[config.mk]
export PLATFORM = sky130hd
export DESIGN_NAME = mvm_dp
export DESIGN_NICKNAME = d
export VERILOG_FILES = /design/src/rtl/assert_macros.svh /design/src/rtl/mvm_pkg.sv /design/src/rtl/mvm_dp.sv
export SDC_FILE = /design/constraint.sdc
export NUM_CORES = 2
export LEC_CHECK = 0
export BUFFER_PORTS_ARGS = -buffer_cell sky130_fd_sc_hd__clkbuf_2
export CORE_MARGIN = 4
export CORE_UTILIZATION = 51
export CTS_CLUSTER_SIZE = 12
export DETAILED_ROUTE_END_ITERATION = 10
export GPL_TIMING_DRIVEN = 0
export PLACE_DENSITY = 0.66
export SLEW_MARGIN = 40
export SYNTH_ARGS = -nofsm -noshare
export SYNTH_HDL_FRONTEND = slang
export SYNTH_MEMORY_MAX_BITS = 65536
export SYNTH_SLANG_ARGS = --single-unit
[constraint.sdc]
create_clock -name clk_i -period 15.6 [get_ports clk_i]
set_input_delay 2.34 -clock clk_i [delete_from_list [all_inputs] [get_ports clk_i]]
set_output_delay 2.34 -clock clk_i [all_outputs]
set_load 0.03 [all_outputs]
[src/rtl/assert_macros.svh]
// Assertion macros used by the top level of the matrix-vector multiplier.
`ifndef ASSERT_MACROS_SVH
`define ASSERT_MACROS_SVH

`ifndef SYNTH

// Checked on every rising edge of clk_i while rst_ni is high.
`define MVM_ASSERT(name, prop, msg) \
  name: assert property (@(posedge clk_i) disable iff (!rst_ni) prop) else $error(msg);

// Checked on every rising edge of clk_i, in reset too.
`define MVM_ASSERT_ALWAYS(name, prop, msg) \
  name: assert property (@(posedge clk_i) prop) else $error(msg);

`else

`define MVM_ASSERT(name, prop, msg)
`define MVM_ASSERT_ALWAYS(name, prop, msg)

`endif

`endif

[src/rtl/mvm_pkg.sv]
// Types and constants of the matrix-vector multiplier.
package mvm_pkg;

  localparam int IDX_W     = 4;
  localparam int CNT_W     = 5;
  localparam int ELEM_W    = 16;
  localparam int PROD_W    = 32;
  localparam int ACC_W     = 36;
  localparam int CMD_W     = 2;
  localparam int CFG_IDX_W = 1;
  localparam int CFG_DAT_W = 5;
  localparam int IDX_LIMIT = 16;

  localparam logic [CMD_W-1:0] CMD_LOAD_MAT = 2'd0;
  localparam logic [CMD_W-1:0] CMD_LOAD_VEC = 2'd1;
  localparam logic [CMD_W-1:0] CMD_START    = 2'd2;

  localparam logic [CFG_IDX_W-1:0] REG_ROWS = 1'b0;
  localparam logic [CFG_IDX_W-1:0] REG_COLS = 1'b1;

  localparam logic [CNT_W-1:0] ROWS_RESET = 5'd4;
  localparam logic [CNT_W-1:0] COLS_RESET = 5'd4;

  typedef struct packed {
    logic [CMD_W-1:0]         cmd;
    logic [IDX_W-1:0]         row_index;
    logic [IDX_W-1:0]         col_index;
    logic signed [ELEM_W-1:0] element_value;
  } mvm_in_t;

  typedef struct packed {
    logic [IDX_W-1:0]        result_row;
    logic signed [ACC_W-1:0] result_value;
    logic                    last_row;
  } mvm_out_t;

  // One multiply-accumulate slot issued by the controller.
  typedef struct packed {
    logic             valid;
    logic [IDX_W-1:0] row;
    logic [IDX_W-1:0] col;
    logic             first;
    logic             last_col;
    logic             last_row;
    logic             zero;
  } mvm_issue_t;

  // Store write strobes for an accepted load transaction.
  typedef struct packed {
    logic mat_we;
    logic vec_we;
  } mvm_load_t;

endpackage

[src/rtl/mvm_dp.sv]
// Datapath: matrix and vector stores, multiplier and accumulator pipeline.
module mvm_dp #(
  parameter int MAX_ROWS = 16,
  parameter int MAX_COLS = 16
) (
  input  logic                clk_i,
  input  logic                rst_ni,
  input  mvm_pkg::mvm_in_t    in_i,
  input  mvm_pkg::mvm_load_t  load_i,
  input  mvm_pkg::mvm_issue_t issue_i,
  output logic                result_valid_o,
  output mvm_pkg::mvm_out_t   result_o
);
  import mvm_pkg::*;

  localparam int EFF_ROWS = (MAX_ROWS < IDX_LIMIT) ? MAX_ROWS : IDX_LIMIT;
  localparam int EFF_COLS = (MAX_COLS < IDX_LIMIT) ? MAX_COLS : IDX_LIMIT;
  localparam int MDEPTH   = EFF_ROWS * EFF_COLS;
  localparam int MADDR_W  = (MDEPTH > 1) ? $clog2(MDEPTH) : 1;
  localparam int VADDR_W  = (EFF_COLS > 1) ? $clog2(EFF_COLS) : 1;

  logic signed [ELEM_W-1:0] mat_mem [MDEPTH];
  logic signed [ELEM_W-1:0] vec_mem [EFF_COLS];

  logic [MADDR_W-1:0] mat_waddr, mat_raddr;
  logic [VADDR_W-1:0] vec_waddr, vec_raddr;

  logic signed [ELEM_W-1:0] m_q, v_q;
  logic signed [PROD_W-1:0] prod_q;
  logic signed [ACC_W-1:0]  acc_q, acc_d;
  mvm_issue_t               tag1_q, tag2_q;
  logic                     valid1_q, valid2_q, out_valid_q;
  logic [IDX_W-1:0]         row3_q;
  logic                     last3_q;

  // Row-major addressing.
  assign mat_waddr = MADDR_W'(32'(in_i.row_index) * EFF_COLS + 32'(in_i.col_index));
  assign mat_raddr = MADDR_W'(32'(issue_i.row) * EFF_COLS + 32'(issue_i.col));
  assign vec_waddr = VADDR_W'(in_i.col_index);
  assign vec_raddr = VADDR_W'(issue_i.col);

  always_ff @(posedge clk_i) begin
    if (load_i.mat_we) begin
      mat_mem[mat_waddr] <= in_i.element_value;
    end
    if (issue_i.valid) begin
      m_q <= mat_mem[mat_raddr];
    end
  end

  always_ff @(posedge clk_i) begin
    if (load_i.vec_we) begin
      vec_mem[vec_waddr] <= in_i.element_value;
    end
    if (issue_i.valid) begin
      v_q <= vec_mem[vec_raddr];
    end
  end

  always_ff @(posedge clk_i or negedge rst_ni) begin
    if (!rst_ni) begin
      valid1_q    <= 1'b0;
      valid2_q    <= 1'b0;
      out_valid_q <= 1'b0;
    end else begin
      valid1_q    <= issue_i.valid;
      valid2_q    <= valid1_q;
      out_valid_q <= valid2_q && tag2_q.last_col;
    end
  end

  assign acc_d = tag2_q.first ? ACC_W'(prod_q) : acc_q + ACC_W'(prod_q);

  always_ff @(posedge clk_i) begin
    tag1_q <= issue_i;
    tag2_q <= tag1_q;
    if (valid1_q) begin
      prod_q <= tag1_q.zero ? '0 : PROD_W'(m_q * v_q);
    end
    if (valid2_q) begin
      acc_q   <= acc_d;
      row3_q  <= tag2_q.row;
      last3_q <= tag2_q.last_row;
    end
  end

  assign result_valid_o        = out_valid_q;
  assign result_o.result_row   = row3_q;
  assign result_o.result_value = acc_q;
  assign result_o.last_row     = last3_q;

endmodule

# After elaboration in Yosys (flattened, before gate mapping)

Memory sizes are Yosys's and may differ from the RTL's. A register that Yosys moved wholly into a read port is not among the register bits.
Index checks and enable logic that the tools add are counted.

Register bits after elaboration: 91
RAM bits: 4352
Input port bits: 43
Word-level logic and storage cells: 28
Memories kept: 2

Add/sub/neg operators: 3
Multiply operators: 1
Mux-type cells: 5
Reductions and logical operators: 1

Memory list:

| memory  | depth | width | read ports | clocked after Yosys merged registers in | write ports | line         | text |
|---|---|---|---|---|---|---|---|
| mat_mem | 256   | 16    | 1          | 1                                       | 1           | mvm_dp.sv:22 | `logic signed [ELEM_W-1:0] mat_mem [MDEPTH];` |
| vec_mem | 16    | 16    | 1          | 1                                       | 1           | mvm_dp.sv:23 | `logic signed [ELEM_W-1:0] vec_mem [EFF_COLS];` |

Operator list:

| kind                         | number |
|---|---|
| adder 36 x 32 -> 36 bit      | 1 |
| two-way mux 36 bit           | 1 |
| multiplier 16 x 16 -> 32 bit | 1 |
| adder 8 x 4 -> 8 bit         | 2 |
| two-way mux 1 bit            | 4 |
| logical AND 1 bit            | 1 |

# Longest topological paths before layout

Depth after elaboration: 2
Depth in mapped cells: 23
Gate-level depth less buffers: 22

# Worst setup path after synthesis

No wires, ideal clock.

Path type: register to register
From: reg v_q[7] (read register of vec_mem)
To: reg prod_q[23] (data pin)
Arrival: 6.103 ns
Data required time: 15.334 ns
Slack: 9.231 ns
Cell stages (with the launch flop): 24
Buffers on the path: 1
Clock period less this slack: 6.369 ns
Cells stage by stage: edfxtp_1 -> clkbuf_1 -> nand2_1 -> fa_1 -> inv_1 -> fa_1 -> inv_1 -> fa_1 -> inv_1 -> fa_1 -> fa_1 -> inv_1 -> fa_1 -> inv_1 -> ha_1 -> a21o_1 -> a21o_1 -> a21o_1 -> a2111o_1 -> a311o_1 -> a21o_1 -> a21oi_1 -> xor2_1 -> nor2_1

Word-level cells in the longest chain between the ends: 1

RTL lines:

| what                         | line         | text |
|---|---|---|
| start: declaration           | mvm_dp.sv:28 | `logic signed [ELEM_W-1:0] m_q, v_q;` |
| multiplier 16 x 16 -> 32 bit | mvm_dp.sv:78 | `prod_q <= tag1_q.zero ? '0 : PROD_W'(m_q * v_q);` |
| end signal: assignment       | mvm_dp.sv:78 |  |
| end: declaration             | mvm_dp.sv:29 | `logic signed [PROD_W-1:0] prod_q;` |

Every way passes these cells.
A chain may end at the register's enable or synchronous reset.

# Final worst setup path

From: reg m_q[7] (read register of mat_mem)
To: reg prod_q[22] (data pin)

Word-level cells in the longest chain between the ends: 1

RTL lines:

| what                         | line |
|---|---|
| start: declaration           | mvm_dp.sv:28 |
| multiplier 16 x 16 -> 32 bit | mvm_dp.sv:78 |

Every way passes these cells.

==> impl_metrics.json <==
{
  "outcome": "complete, no violations",
  "p_leak_nw": 65.3,
  "whs_ps": 325,
  "clock.fmax_mhz": 130,
  "cp-end-kind": "flop",
  "gp_congestion": 0.918,
  "cts_hold_buf": 0,
  "ant_nets": 0,
  "htreeDepth": 5,
  "core-area_mm2": 0.353,
  "p_int_w": 0.0233,
  "wl_um": 471000,
  "rsz0062_at_grt": "no",
  "worstReg2RegStart": "m_q[7]",
  "clkPwrFrac": 0.290,
  "cts-root-buf": "clkbuf_16",
  "powerDensity_mw_per_mm2": 163,
  "cts_buffers": 444,
  "ys_seq_area_frac": 0.739,
  "clk_pin_slew_ps": 60,
  "startpoint": "m_q[7]",
  "dieArea_mm2": 0.366,
  "grt_pass1_wl_um": 670000,
  "worstPathRequired_ps": 16260,
  "worst_pin_slew_ps": 919,
  "critPathTopFamily": "adder cells",
  "clk_path_buf_depth": 4,
  "pwr-share-seq": 0.408,
  "path_max_fanout": 10,
  "dp_cells": 13000,
  "worstHoldPathType": "reg -> reg",
  "initial_core_util": 0.514,
  "avgSynthCellArea_um2": 22.5,
  "crit_path_start_kind": "flop",
  "critPathBufInv": 6,
  "maxCapViolCount": 0,
  "port_buffers": 77,
  "area_growth_pct": 13.6,
  "detail_route.wl_per_cell_um": 34.3,
  "crit_chain": "clkbuf_1 > nand2_1 > fa_1 > inv_1 > fa_1 > inv_1 > fa_1 > inv_1 > fa_1 > fa_1 > inv_1 > fa_1 > inv_1 > ha_1 > nand4_1 > a2111oi_0 > a211o_1 > a21oi_1 > o21a_1 > nor3_1 > xnor2_1 > nor2_1",
  "pin_count": 85,
  "hold_path.startpoint": "tag1_q[8]",
  "ys_types": 55,
  "ys_warn_count": 0,
  "cts.repair.resized": 0,
  "antenna_found_initial": 62,
  "async_reset_ff_frac": 0.000670,
  "track_usage": 0.259,
  "power.total_w": 0.0336,
  "post_drt_via_cell_ratio": 6.37,
  "rows": 218,
  "drt_pass1_iterations": 5,
  "fin_tns_setup_ps": 0,
  "setup_viol": 0,
  "comb_power_share": 0.302,
  "grt_max_degree": 89,
  "fp.dieW_um": 605,
  "period_share": 0.494,
  "hpwl_um": 330000,
  "p_switching_w": 0.0103,
  "slew_viol_final": 0,
  "synth_cells": 8061,
  "skew_ps": 79.3,
  "cts_setup_buffers": 0,
  "synth_edf_count": 4457,
  "slew_headroom": 0.386,
  "clk_latency_ps": 990,
  "grt_overflow": 0,
  "cts_tree": "done",
  "vdd_drop_max_mv": 0.536,
  "final_nets": 9153,
  "crit_type": "reg -> reg",
  "vias": 87500,
  "cts_sinks": 4475,
  "critical-path-slowest-cell": "a2111oi_0",
  "grt_pass1_vias": 88100,
  "drive_gt1_frac": 0.301,
  "max_stage_delay_ps": 780,
  "final-hold-violation-count": 0,
  "cp_data_arrival_time_ps": 8360,
  "ys_ff_latch": 4475,
  "synth-main-ff-cell": "edfxtp_1",
  "post-route-drc-count": 0,
  "fin_cells": 13700,
  "fp.dieH_um": 605,
  "path_common_cell": "fa_1",
  "drtIter0Drc": 12400,
  "synth_nets": 8484,
  "period_minus_slack_ps": 7700,
  "synth_area_mm2": 0.182,
  "p_sw_frac": 0.307
}
-- sequential cells by signal, summed over array words and instances, names as in the netlist --
name            flops
mat_mem          4096
vec_mem           256
acc_q              36
prod_q             32
m_q                16
v_q                16
tag1_q              8
tag2_q              7
row3_q              4
last3_q             1
result_valid_o      1
valid1_q            1
valid2_q            1
-- cell families (layout without fill, tap and decap cells) --
kind of cell,after synthesis,in the layout,synth area share
buf+inv,712,1640,0.0155
compound gates,204,204,0.00708
other cells,0,22,0
xor+xnor,61,61,0.00294
flops,4475,4475,0.739
mux,1442,1442,0.179
simple gates,787,787,0.0197
fa+ha+maj,380,380,0.0371
-- cell usage in the layout, fill, tap and decap left out, types with 134 or more instances in the layout --
cell,n
edfxtp_1,4457
mux4_2,1439
buf_2,134
nor2_4,258
clkbuf_16,446
clkbuf_2,150
fa_1,263
clkbuf_1,267
inv_1,299
nand2_1,202
-- layout make-up --
| class | count | area, µm² |
|---|---|---|
| Fill cell | 24800 | 147000 |
| Clock buffer | 561 | 11600 |
| Inverter | 299 | 1120 |
| Sequential cell | 4475 | 134000 |
| Antenna cell | 22 | 55.1 |
| Tap cell | 4730 | 5920 |
| Multi-Input combinational cell | 2874 | 46600 |
| Buffer | 413 | 1910 |
| Timing Repair Buffer | 223 | 3580 |
| Clock inverter | 144 | 1260 |
-- layer usage --
metal / share of wire / global-route usage / routed length, µm / vias to the layer above
met2: 0.47 / 0.399 / 223000 / 4827
met1: 0.38 / 0.373 / 181000 / 47200
li1: - / - / - / 34700
met5: 0.00018 / 0 / 84 / -
met3: 0.10 / 0.0557 / 48100 / 753
met4: 0.039 / 0.0870 / 18500 / 14
-- metrics by stage --
stage | cell area, µm² | setup WS [ps] | utilization
after floorplan | 182000 | 9230 | -
final | 206000 | 7900 | 0.583
after global routing | 206000 | 7680 | 0.583
after CTS | 206000 | 7910 | 0.583
after detailed placement | 193000 | 8000 | 0.547
after global placement | 188000 | 7340 | 0.532
-- power by group through the flow --
| stage | logic [W] | registers (W) | clock network (W) |
|---|---|---|---|
| 2_1_floorplan | 0.00739 | 0.0140 | 0 |
| 3_3_place_gp | 0.00992 | 0.0141 | 0 |
| 3_5_place_dp | 0.0102 | 0.0140 | 0 |
| 4_1_cts | 0.0102 | 0.0137 | 0.00985 |
| 5_1_grt | 0.0114 | 0.0137 | 0.0104 |
| 6_report | 0.0102 | 0.0137 | 0.00974 |
-- worst paths after layout --
check                                  to  slack, ps  depth (start not counted)
max                            prod_q[22]       7900                         22
max in group asynchronous        valid2_q      14260                          1
max reg2reg                    prod_q[22]       7900                         22
min in group asynchronous  result_valid_o       1190                          1
min reg2reg                     tag2_q[8]        330                          0
min                             tag2_q[8]        330                          0
-- cells in the mapped netlist, types with 34 or more instances --
master	count	share of area
a21oi_1	50	0.0014
and2_1	133	0.0046
buf_1	54	0.0011
buf_2	97	0.0027
clkbuf_1	259	0.0054
edfxtp_1	4457	0.74
fa_1	263	0.029
ha_1	117	0.0081
inv_1	299	0.0062
mux4_2	1439	0.18
nand2_1	203	0.0042
nand3_1	34	0.00094
nor2_1	321	0.0066
o21ai_0	60	0.0017
xnor2_1	42	0.0020
Note: power is estimated with default switching activity, not from simulation.
