`src/rtl/assert_macros.svh`:
```
// Assertion macros used by the top level of the matrix-vector multiplier.
`ifndef ASSERT_MACROS_SVH
`define ASSERT_MACROS_SVH

`ifndef SYNTH

// Checked on every rising edge of clk_i while rst_ni is high.
`define MVM_ASSERT(name, prop, msg) \
  name: assert property (@(posedge clk_i) disable iff (!rst_ni) prop) else $error(msg);

// Checked on every rising edge of clk_i, in reset too.
`define MVM_ASSERT_ALWAYS(name, prop, msg) \
  name: assert property (@(posedge clk_i) prop) else $error(msg);

`else

`define MVM_ASSERT(name, prop, msg)
`define MVM_ASSERT_ALWAYS(name, prop, msg)

`endif

`endif

```
`src/rtl/mvm_pkg.sv`:
```
// Types and constants of the matrix-vector multiplier.
package mvm_pkg;

  localparam int IDX_W     = 4;
  localparam int CNT_W     = 5;
  localparam int ELEM_W    = 16;
  localparam int PROD_W    = 32;
  localparam int ACC_W     = 36;
  localparam int CMD_W     = 2;
  localparam int CFG_IDX_W = 1;
  localparam int CFG_DAT_W = 5;
  localparam int IDX_LIMIT = 16;

  localparam logic [CMD_W-1:0] CMD_LOAD_MAT = 2'd0;
  localparam logic [CMD_W-1:0] CMD_LOAD_VEC = 2'd1;
  localparam logic [CMD_W-1:0] CMD_START    = 2'd2;

  localparam logic [CFG_IDX_W-1:0] REG_ROWS = 1'b0;
  localparam logic [CFG_IDX_W-1:0] REG_COLS = 1'b1;

  localparam logic [CNT_W-1:0] ROWS_RESET = 5'd4;
  localparam logic [CNT_W-1:0] COLS_RESET = 5'd4;

  typedef struct packed {
    logic [CMD_W-1:0]         cmd;
    logic [IDX_W-1:0]         row_index;
    logic [IDX_W-1:0]         col_index;
    logic signed [ELEM_W-1:0] element_value;
  } mvm_in_t;

  typedef struct packed {
    logic [IDX_W-1:0]        result_row;
    logic signed [ACC_W-1:0] result_value;
    logic                    last_row;
  } mvm_out_t;

  // One multiply-accumulate slot issued by the controller.
  typedef struct packed {
    logic             valid;
    logic [IDX_W-1:0] row;
    logic [IDX_W-1:0] col;
    logic             first;
    logic             last_col;
    logic             last_row;
    logic             zero;
  } mvm_issue_t;

  // Store write strobes for an accepted load transaction.
  typedef struct packed {
    logic mat_we;
    logic vec_we;
  } mvm_load_t;

endpackage

```
`src/rtl/mvm_ctrl.sv`:
```
// Controller: configuration registers, load decode and the row/column sequencer.
module mvm_ctrl #(
  parameter int MAX_ROWS = 16,
  parameter int MAX_COLS = 16
) (
  input  logic                           clk_i,
  input  logic                           rst_ni,
  input  logic                           start,
  output logic                           busy,
  input  mvm_pkg::mvm_in_t               in_i,
  input  logic                           cfg_valid_i,
  output logic                           cfg_ready_o,
  input  logic [mvm_pkg::CFG_IDX_W-1:0]  cfg_index_i,
  input  logic [mvm_pkg::CFG_DAT_W-1:0]  cfg_data_i,
  output mvm_pkg::mvm_issue_t            issue_o,
  output mvm_pkg::mvm_load_t             load_o
);
  import mvm_pkg::*;

  localparam int EFF_ROWS = (MAX_ROWS < IDX_LIMIT) ? MAX_ROWS : IDX_LIMIT;
  localparam int EFF_COLS = (MAX_COLS < IDX_LIMIT) ? MAX_COLS : IDX_LIMIT;

  localparam logic S_IDLE = 1'b0;
  localparam logic S_RUN  = 1'b1;

  logic             state_q, state_d;
  logic [IDX_W-1:0] row_q, row_d, col_q, col_d;
  logic [CNT_W-1:0] rows_cfg_q, cols_cfg_q;
  logic [CNT_W-1:0] nr, nc;
  logic             accept, last_col, last_row;

  assign cfg_ready_o = 1'b1;
  assign busy        = (state_q == S_RUN);
  assign accept      = start && !busy;

  always_ff @(posedge clk_i or negedge rst_ni) begin
    if (!rst_ni) begin
      rows_cfg_q <= ROWS_RESET;
      cols_cfg_q <= COLS_RESET;
    end else if (cfg_valid_i && cfg_ready_o) begin
      unique case (cfg_index_i)
        REG_ROWS: rows_cfg_q <= cfg_data_i;
        REG_COLS: cols_cfg_q <= cfg_data_i;
        default:  ;
      endcase
    end
  end

  // Counts beyond what the stores hold saturate.
  assign nr = (rows_cfg_q > CNT_W'(EFF_ROWS)) ? CNT_W'(EFF_ROWS) : rows_cfg_q;
  assign nc = (cols_cfg_q > CNT_W'(EFF_COLS)) ? CNT_W'(EFF_COLS) : cols_cfg_q;

  assign load_o.mat_we = accept && (in_i.cmd == CMD_LOAD_MAT)
                         && ({1'b0, in_i.row_index} < CNT_W'(EFF_ROWS))
                         && ({1'b0, in_i.col_index} < CNT_W'(EFF_COLS));
  assign load_o.vec_we = accept && (in_i.cmd == CMD_LOAD_VEC)
                         && ({1'b0, in_i.col_index} < CNT_W'(EFF_COLS));

  // With no columns in use each row still takes one slot whose product is zero.
  assign last_col = (nc == '0) || (({1'b0, col_q} + CNT_W'(1)) == nc);
  assign last_row = (({1'b0, row_q} + CNT_W'(1)) == nr);

  always_comb begin
    issue_o.valid    = (state_q == S_RUN);
    issue_o.row      = row_q;
    issue_o.col      = col_q;
    issue_o.first    = (col_q == '0);
    issue_o.last_col = last_col;
    issue_o.last_row = last_row;
    issue_o.zero     = (nc == '0);
  end

  always_comb begin
    state_d = state_q;
    row_d   = row_q;
    col_d   = col_q;
    unique case (state_q)
      S_IDLE: begin
        if (accept && (in_i.cmd == CMD_START) && (nr != '0)) begin
          state_d = S_RUN;
          row_d   = '0;
          col_d   = '0;
        end
      end
      S_RUN: begin
        if (last_col) begin
          col_d = '0;
          if (last_row) begin
            state_d = S_IDLE;
          end else begin
            row_d = row_q + IDX_W'(1);
          end
        end else begin
          col_d = col_q + IDX_W'(1);
        end
      end
      default: state_d = S_IDLE;
    endcase
  end

  always_ff @(posedge clk_i or negedge rst_ni) begin
    if (!rst_ni) begin
      state_q <= S_IDLE;
      row_q   <= '0;
      col_q   <= '0;
    end else begin
      state_q <= state_d;
      row_q   <= row_d;
      col_q   <= col_d;
    end
  end

endmodule

```
`config.mk`:
```
export PLATFORM = sky130hd
export DESIGN_NAME = mvm_ctrl
export DESIGN_NICKNAME = d
export VERILOG_FILES = /design/src/rtl/assert_macros.svh /design/src/rtl/mvm_pkg.sv /design/src/rtl/mvm_ctrl.sv
export SDC_FILE = /design/constraint.sdc
export NUM_CORES = 1
export LEC_CHECK = 0
export ABC_CLOCK_PERIOD_IN_PS = 3300
export BUFFER_PORTS_ARGS = -buffer_cell sky130_fd_sc_hd__buf_2
export CAP_MARGIN = 5
export CORE_MARGIN = 4
export CORE_UTILIZATION = 43
export DETAILED_ROUTE_END_ITERATION = 12
export GPL_TIMING_DRIVEN = 0
export PLACE_DENSITY = 0.76
export REMOVE_ABC_BUFFERS = 1
export SLEW_MARGIN = 5
export SYNTH_ARGS = -nofsm -noshare
export SYNTH_HDL_FRONTEND = slang
export SYNTH_SLANG_ARGS = --single-unit
export TNS_END_PERCENT = 10
```
`constraint.sdc`:
```
create_clock -name clk_i -period 3.3 [get_ports clk_i]
set_clock_uncertainty 0.15 [all_clocks]
set_input_delay 0 -clock clk_i [delete_from_list [all_inputs] [get_ports clk_i]]
set_output_delay 0 -clock clk_i [all_outputs]
set_load 0.05 [all_outputs]
```
==> Yosys cells after proc, flatten, opt, wreduce, memory -nomap -nowiden <==
Cells that the tools add are included.
{ "word_totals": {"output_inout_bits": 17, "memories": 0, "regBits": 19, "mem_bits_rw": 0, "elab_cells": 46, "latch_bits": 0, "mem_bits_ro": 0, "input_bits": 36} }
{ "op_classes": {"n_mux": 12, "multipliers": 0, "eq_ne": 7, "shifts": 0, "order_cmp": 2, "add_sub_neg": 4, "n_reduce_logical": 14, "div": 0, "bitwise": 2} }
{ "ops": {"columns": ["cell", "count"], "rows": [
  ["4-bit two-way mux", 4],
  ["4-bit case mux with 2 select lines", 2],
  ["4-bit by 1-bit adder with 5-bit output (second input constant)", 2],
  ["5-bit equality test", 2],
  ["5-bit greater-than comparator (second input constant)", 2],
  ["5-bit two-way mux", 2],
  ["4-bit by 1-bit adder with 4-bit output (second input constant)", 2],
  ["1-bit logical AND", 5],
  ["5-bit logical NOT", 1],
  ["5-bit nonzero test", 1],
  ["4-bit logical NOT", 1],
  ["2-bit inequality test (second input constant)", 2],
  ["2-bit AND reduction", 2],
  ["1-bit two-way mux", 3],
  ["3-bit AND reduction", 1],
  ["2-bit by 1-bit equality test with 1-bit output (second input constant)", 1],
  ["2-bit equality test (second input constant)", 1],
  ["2-bit logical NOT", 1],
  ["2-bit by 1-bit inequality test with 1-bit output (second input constant)", 1],
  ["1-bit inverter", 2],
  ["1-bit case mux with 2 select lines", 1],
  ["1-bit logical NOT", 1],
  ["1-bit logical OR", 1]
]} }

==> Longest topological paths before layout <==
Gate-level depths: netlist (run 1).
{ "logic_depth": {"depth_word": 6, "ltp_mapped": 8, "ltp_nobuf": 8} }

==> Worst setup path before layout (run 1) <==
Ideal clock, no wire load.
{ "synth_path": {"path_type": "register to output", "startpoint": "register state_q (netlist: busy)", "endpoint": "output load_o[1] (netlist bit)", "arrival_ns": 2.452, "n_path_buf": 1, "required_time_ns": 3.150, "path_slack_ns": 0.698, "path_stages_with_launch": 3, "cell_sequence": "dfrtp_1 -> clkbuf_1 -> nor4b_1"} }
{ "synth_rtl": {"columns": ["item", "line", "source"], "rows": [
  ["from (decl)", "mvm_ctrl.sv:26", "logic state_q, state_d;"],
  ["from (signal assigned)", "mvm_ctrl.sv:107", "state_q <= state_d;"],
  ["to (decl)", "mvm_ctrl.sv:16", "output mvm_pkg::mvm_load_t load_o"]
]} }

==> results.txt, run 1 <==
The run gives 45.5% as the initial core utilization. In the final routed layout, each cell accounts on average for 14.1 um. Kind of end point of the critical path: an output port. Including well taps, the total number of placed cells is 178.

Clock tree synthesis inserted a total of 3 buffers. The pin count of the biggest net entering global routing was 20; the leakage power figure was 0.000659 uW. TritonCTS sink count: 19. For the row count, the log shows 19. The first global-routing pass estimated 5000 um of wire. The flop and latch count out of synthesis is 19, and the worst slew slack as a fraction of its limit is 58.6%. Of the post-synthesis cell area, the dominant cell type holds 33.6%.

The cell area after layout came out at 1490 um2. The later pin in the worst-skew pair is clocked with a latency of 0.30 ns. Summing internal, switching and leakage power gives 1290 uW. The detail route stage leaves a number of antenna-violating nets equal to 0. The transition time at the pin with the least slew margin works out to 0.615 ns. The tools report the endpoint required time on the critical path as 3.15 ns.

The global-route usage over all layers came out at 15.7%. In this run the vertical extent of the chip is 62.2 um. Share of final-layout standard cells stronger than drive strength 1: 29.7%. Counting distinct cell types in the post-synthesis netlist gives 48. The number of DRC markers in iteration 0 was 17; the die extent in x was 62.2 um. The synthesis-to-finish area growth works out to 17.5%.

The timing-limited maximum frequency was 0.389 GHz; the net total in the final layout was 198. For the internal power consumption, the log shows 617 uW. The logs give 0 for the final max-slew violation count and 1 for the deepest level of the CTS H-tree. The post-CTS clock slew at the launch and capture registers of the worst setup and hold paths works out to 0.10 ns. After routing, the total negative slack on setup checks comes to 0 ns. The floorplan step defined a die boundary enclosing 3870 um2. Sequential share of the synthesized area: 37.8%.

The flow ran to the end, and the final reports show no timing, DRC or antenna violations. The tools report the final weighted congestion of routability-driven global placement as 0.787. The synthesized netlist occupies a cell area of 1260 um2.

In this run the worst path has a maximum fanout of 8. Via count of the first global-routing pass: 1128. The power per cell area was 869 nW/um2; the final routed wirelength across all metal layers was 2670 um. Setup repair after global routing left no endpoint under its margin.

After synthesis, the cell types taking the most area are sky130_fd_sc_hd__dfrtp_1 (34%), sky130_fd_sc_hd__mux2_2 (8.9%), sky130_fd_sc_hd__dfstp_2 (4.2%). The tools report the number of antenna cells inserted as 0. TritonCTS built the clock tree. The setup path with the least slack is of type reg2out. During synthesis, Yosys emitted a total of 0 warnings. The class of the tightest hold or removal check is in2async. The tools report the number of standard cells after synthesis as 128. The async set-or-reset flop fraction in the synthesized netlist was 100%; the final critical-path share of the clock period was 77.8%. Yosys mapped a number of flops with a built-in enable equal to 0. The via count of the routed design was 1064.

The number of antenna violations at the first check in global routing came out at 0. The tools report the startpoint type of the worst setup path as a flop. Setup violations remaining at the end of the flow were counted as 0.

No sink is reached through more buffers than the 2 on the longest clock path. Excluding fillers, the count of instances in the completed layout stands at 189. For this run the aggregate overflow at the end of global routing stands at 0. During placement, the flow inserted port buffers numbering 27. Counting I/O delays and the setup requirement, the final critical path takes 2.57 ns.

The switching power was 675 uW. Net switching is 52.2% of the power. The final count of hold timing violations came out at 0.

For the instance area at placement, the log shows 1390 um2. Total of max-cap violations: 0. The core region is 2780 um2. Peak ir drop on the vdd network: 578 uV. sky130_fd_sc_hd__dfrtp_1 takes more of the synthesized area than any other cell. The clock network accounts for 9.4% of the total power.

53 I/O pins were placed. The first detailed-routing pass ran for 4 iterations. The wire-length estimate of the detail-placed layout is 2050 um. For this run, the leading register cell type out of synthesis is sky130_fd_sc_hd__dfrtp_1. After detailed routing, the number of remaining DRC violations is 0. CTS placed an instance of sky130_fd_sc_hd__clkbuf_4 at the clock tree root. At the worst endpoint, the arrival time is 2.42 ns. The per-instance average area after synthesis was 9.88 um2; the proportion of power drawn by combinational gates was 57.0%. Dividing the detail-routed via count by the number of cells gives 5.63.

The run gives 33.6% as the part of the power in registers.
[power by group through the flow]
stage	Sequential, uW	Combinational [uW]	Clock [uW]
floorplan	579	416	0
finish	434	736	121
CTS	434	742	125
global placement	427	707	0
detailed placement	438	732	0
global route	453	822	135
[per-stage QoR]
stage	worst slack, ns	utilization [%]	hold WS [ns]
after floorplan	0.563	-	-0.446
after global placement	0.934	50.0	-0.199
after detailed placement	0.861	50.0	-0.191
after CTS	0.717	53.4	0.00342
after global routing	0.491	53.4	0.0199
final	0.732	53.4	0.00840
[cells in the final DEF, fill, tap and decap left out, types with 4 or more instances in the layout]
cell                            Yosys  final
sky130_fd_sc_hd__mux2_2            10     10
sky130_fd_sc_hd__buf_2              3     27
sky130_fd_sc_hd__dfrtp_1           17     17
sky130_fd_sc_hd__xnor2_1            4      4
sky130_fd_sc_hd__o211ai_1           5      5
sky130_fd_sc_hd__nand2_1            6      6
sky130_fd_sc_hd__inv_1              8      8
sky130_fd_sc_hd__nand3_1            6      6
sky130_fd_sc_hd__dlygate4sd3_1      0      7
[state kept, by name (all words and copies together) (netlist names)]
register	count
col_q	4
rows_cfg_q	5
cols_cfg_q	5
row_q	4
busy	1
[cells by family after synthesis]
kind of cell	share of synthesized area, %
DFF	37.8
xor gates and xnor gates	4.85
adders and majority gates	2.97
buffers and inverters	6.53
and+or+nand+nor	20.8
muxes	10.5
AOI/OAI and AO/OA	16.3
other	0.296
[final timing paths]
| path | start | to | slack (ns) | cells past startpoint |
|---|---|---|---|---|
| min | rst_ni | cols_cfg_q[1] | 0.008 | 2 |
| min reg2reg | rows_cfg_q[1] | rows_cfg_q[1] | 0.41 | 1 |
| max | col_q[0] | issue_o[2] | 0.73 | 8 |
| max reg2reg | col_q[0] | row_q[3] | 0.83 | 8 |
| max in group asynchronous | rst_ni | rows_cfg_q[2] | 2.66 | 2 |
| min in group clk_i | cfg_valid_i | cols_cfg_q[3] | 0.01 | 3 |
[what timing repair did]
item / 4_1_cts / 5_1_grt
endpoints found under the hold margin: 29 / 0
hold buffers: 7 / 0
buffers inserted: 0 / 0
resized for setup: 0 / 0
[critical path, stage by stage (launching register included)]
cell and delay [ns]:
sky130_fd_sc_hd__dfrtp_1 0.50, sky130_fd_sc_hd__inv_1 0.11, sky130_fd_sc_hd__ha_1 0.36, sky130_fd_sc_hd__and3b_1 0.21, sky130_fd_sc_hd__a221oi_1 0.32, sky130_fd_sc_hd__o21ai_1 0.14
sky130_fd_sc_hd__o22ai_2 0.20, sky130_fd_sc_hd__inv_1 0.06, sky130_fd_sc_hd__buf_2 0.21
[synth_stat cells, types with 2 or more instances]
cell / count
sky130_fd_sc_hd__a21oi_1: 2
sky130_fd_sc_hd__nor2_1: 3
sky130_fd_sc_hd__buf_4: 4
sky130_fd_sc_hd__o21ai_0: 3
sky130_fd_sc_hd__o21ai_1: 3
sky130_fd_sc_hd__xnor2_1: 4
sky130_fd_sc_hd__or2_1: 2
sky130_fd_sc_hd__inv_1: 8
sky130_fd_sc_hd__nand4_1: 3
sky130_fd_sc_hd__nor4bb_1: 2
sky130_fd_sc_hd__and3b_1: 2
sky130_fd_sc_hd__nand3_1: 6
sky130_fd_sc_hd__nand2b_1: 3
sky130_fd_sc_hd__nor2b_1: 3
sky130_fd_sc_hd__dfrtp_1: 17
sky130_fd_sc_hd__mux2_2: 10
sky130_fd_sc_hd__or4_1: 2
sky130_fd_sc_hd__o31ai_1: 2
sky130_fd_sc_hd__ha_1: 3
sky130_fd_sc_hd__o211ai_1: 5
sky130_fd_sc_hd__nor3b_1: 3
sky130_fd_sc_hd__xor2_1: 3
sky130_fd_sc_hd__buf_2: 3
sky130_fd_sc_hd__mux2i_1: 2
sky130_fd_sc_hd__dfstp_2: 2
sky130_fd_sc_hd__nand2_1: 6
[per-layer routing]
metal  GRT usage [%]  part of all wire [%]  wire length (um)
met2            28.0                    52              1390
met4            7.32                   2.1                55
met3            3.06                   3.3                87
met1            17.8                    42              1130
met5               0                     0                 0
[cell type report]
| cell class | count | area, um2 |
|---|---|---|
| flip-flops and latches | 19 | 478 |
| repair buffers | 34 | 205 |
| inverters | 9 | 33.8 |
| well taps | 31 | 38.8 |
| clock buffers | 4 | 26.3 |
| multi-input cells | 92 | 704 |
| fillers | 249 | 1290 |
No activity file was read; power rests on OpenSTA's default activity.
==> run 2: changes to the inputs <==
Settings changed: ABC_CLOCK_PERIOD_IN_PS 3300 to 2620.
Clock period 3.3 ns to 2.62 ns, I/O delays scaled along.
==> results.txt, run 2 (synthesis results as in run 1) <==
The worst setup path is launched from a flop. From bottom edge to top edge, the die measures 62.2 um. Power per cell area: 1110 nW/um2. TritonCTS built the clock tree.

The initial utilization of the core area, before any placement, comes to 45.5%. From synthesis to final layout, the design area changed by 19.5%. CTS saw 19 sinks. Class of the tightest hold or removal check: in2async.

Setup repair after global routing left no endpoint under its margin. The category of the critical setup timing path is reg2out. The final route contains 1058 vias.

In the final routed layout, each cell accounts on average for 14.4 um. In this run the tool buffered the top-level ports with 27 buffer cells. The die covers 3870 um2.

The tree is rooted in a sky130_fd_sc_hd__clkbuf_4. The endpoint identified for the worst register-to-register timing path is row_q[3]. In this run the count of I/O pins placed on the die edge is 53.

The worst reg2reg path startpoint was col_q[0]. Fill cells in the final layout number 246. The first global-routing pass estimated 5000 um of wire. Setup violations remaining at the end of the flow were counted as 0. Row generation in the floorplan step produced 19 rows.

The final weighted congestion of routability-driven global placement was 0.787; the timing-limited maximum frequency was 0.419 GHz. Clock-pin slew was measured on the worst setup and hold paths at 0.10 ns. The final routed wirelength across all metal layers is 2710 um, and the final count of hold timing violations is 0. In this run the most used layer during global routing was met2.

The pin count of the biggest net entering global routing was 20; the number of buffers created by CTS was 3. The detail route stage leaves a number of antenna-violating nets equal to 0. The number of antenna cells inserted was 0; the setup TNS after final layout was 0 ns. The flow ran to the end, and the final reports show no timing, DRC or antenna violations. The minimum clock period was 2.39 ns. The total power consumption of the routed design is 1680 uW, and the highest net fanout along the worst path is 8. Global routing used 15.7% of the available tracks across all layers. The peak ir drop on the vdd network came out at 777 uV. The floorplan step set the die width to 62.2 um. By instance count, the cell type seen most on the critical path is sky130_fd_sc_hd__inv_1. The worst path uses 91.1% of the clock period. The tools report the final max-slew violation count as 0.

Before antenna repair, the detailed router went through 4 iterations. The deepest level of the CTS H-tree is 1, and the net total in the final layout is 198. At the worst endpoint, the arrival time is 2.24 ns.

In this run the register-to-register setup slack is 0.24 ns. The number of buffers and inverters on the critical path is 3. Traced cell by cell, the critical path runs through inv_1, ha_4, and3b_1, a221oi_2, o21ai_1, o22ai_2, inv_1, buf_2. In the layout the commonest cells are sky130_fd_sc_hd__buf_2 (27), sky130_fd_sc_hd__dfrtp_1 (16), sky130_fd_sc_hd__mux2_2 (10). The endpoint required time on the critical path was 2.47 ns.

Total of max-cap violations: 0. The depth of the worst register-to-register path came out at 8. STA classifies the critical path endpoint as an output port.

After the first detailed-routing iteration, the DRC count stood at 16. Dividing the detail-routed via count by the number of cells gives 5.60. Global routing consumed, on the met2 layer, 28.0% of the routing resources. The peak per-stage delay on the critical path was 0.47 ns. On the critical path the largest part of the delay comes from compound AO/OA/AOI/OAI gates.

The tools report the maximum clock path buffer count as 2. The most common cell after layout, fill and taps aside was sky130_fd_sc_hd__buf_2. The via count of the first global-routing pass is 1128, and the share of final-layout standard cells stronger than drive strength 1 is 32.3%. On the critical path, the stage with the largest delay is an instance of sky130_fd_sc_hd__dfrtp_2. The fraction of met3 tracks used by global routing is 3.06%. The largest registers in the layout are cols_cfg_q: 5 flops, rows_cfg_q: 5 flops. Core area: 2780 um2.

The number of setup buffers added after CTS is 0. The logs give 0.000661 uW for the leakage power figure and 0 for the global route total overflow. Summed over all nets, the half-perimeter wirelength after detailed placement is 2050 um. The number of antenna violations at the first check in global routing is 0, and the routing usage on met1 is 17.8%. Clock latency on the worst-skew pair, taken at its later pin, is 0.31 ns. In the routed design, unresolved DRC markers number 0.
==> run 2: cell counts in the layout (fill, tap and decap cells not counted) <==
No cell type changed its count.
==> run 2: through the flow <==
stage	cell area, um2	setup slack [ns]	instances	util (%)	hold slack (ns)
detailed placement	1390	0.181	178	50.0	-0.191
CTS	1490	0.0366	189	53.4	0.00342
finish	1510	0.233	189	54.3	0.00631
global route	1510	0.0493	189	54.3	0.0199
global placement	1390	0.254	178	50.0	-0.199
floorplan	1220	-0.117	120	-	-0.446
==> run 2: cell type report <==
type | count | area (um2) | share of cell area [%]
Timing Repair Buffer | 34 | 205 | 13.6
Clock buffer | 4 | 26.3 | 1.74
Tap cell | 31 | 38.8 | 2.57
Multi-Input combinational cell | 92 | 728 | 48.2
Inverter | 9 | 33.8 | 2.24
Sequential cell | 19 | 479 | 31.7
==> run 2: worst max-delay path by stage <==
stage	from	endpoint	slack, ns	cells after the start
2_1_floorplan	busy	load_o[1]	-0.12	1
3_3_place_gp	col_q[0]	row_q[0]	0.25	8
3_5_place_dp	col_q[0]	row_q[0]	0.18	8
4_1_cts	col_q[0]	issue_o[2]	0.04	8
5_1_grt	col_q[0]	issue_o[2]	0.05	8
6_report	col_q[0]	issue_o[2]	0.23	8
==> run 2: per-layer routing <==
| layer | wire length [um] | share of wire (%) |
|---|---|---|
| met1 | 1170 | 43 |
| met2 | 1410 | 52 |
| met3 | 77 | 2.8 |
| met4 | 55 | 2.0 |
| met5 | 0 | 0 |
==> run 2: worst reg2reg max path: cells and delay by family (launching register included) <==
family / cells / cell delay, ns
buffers and inverters: 1 / 0.15
AOI/OAI and AO/OA: 3 / 0.37
adders and majority gates: 1 / 0.24
and+or+nand+nor: 3 / 0.94
DFF: 1 / 0.47
==> run 2: where the power goes <==
group          leakage (uW)  switching [uW]  internal (uW)
clock network     0.0000150            93.6           59.5
registers          0.000216             165            385
logic              0.000431             617            362
total              0.000661             875            807
==> run 2: repair_timing <==
action                                 4_1_cts  5_1_grt
endpoints found under the hold margin       29        0
resized for setup                            0        4
setup endpoints to repair                    0        6
hold buffers                                 7        0
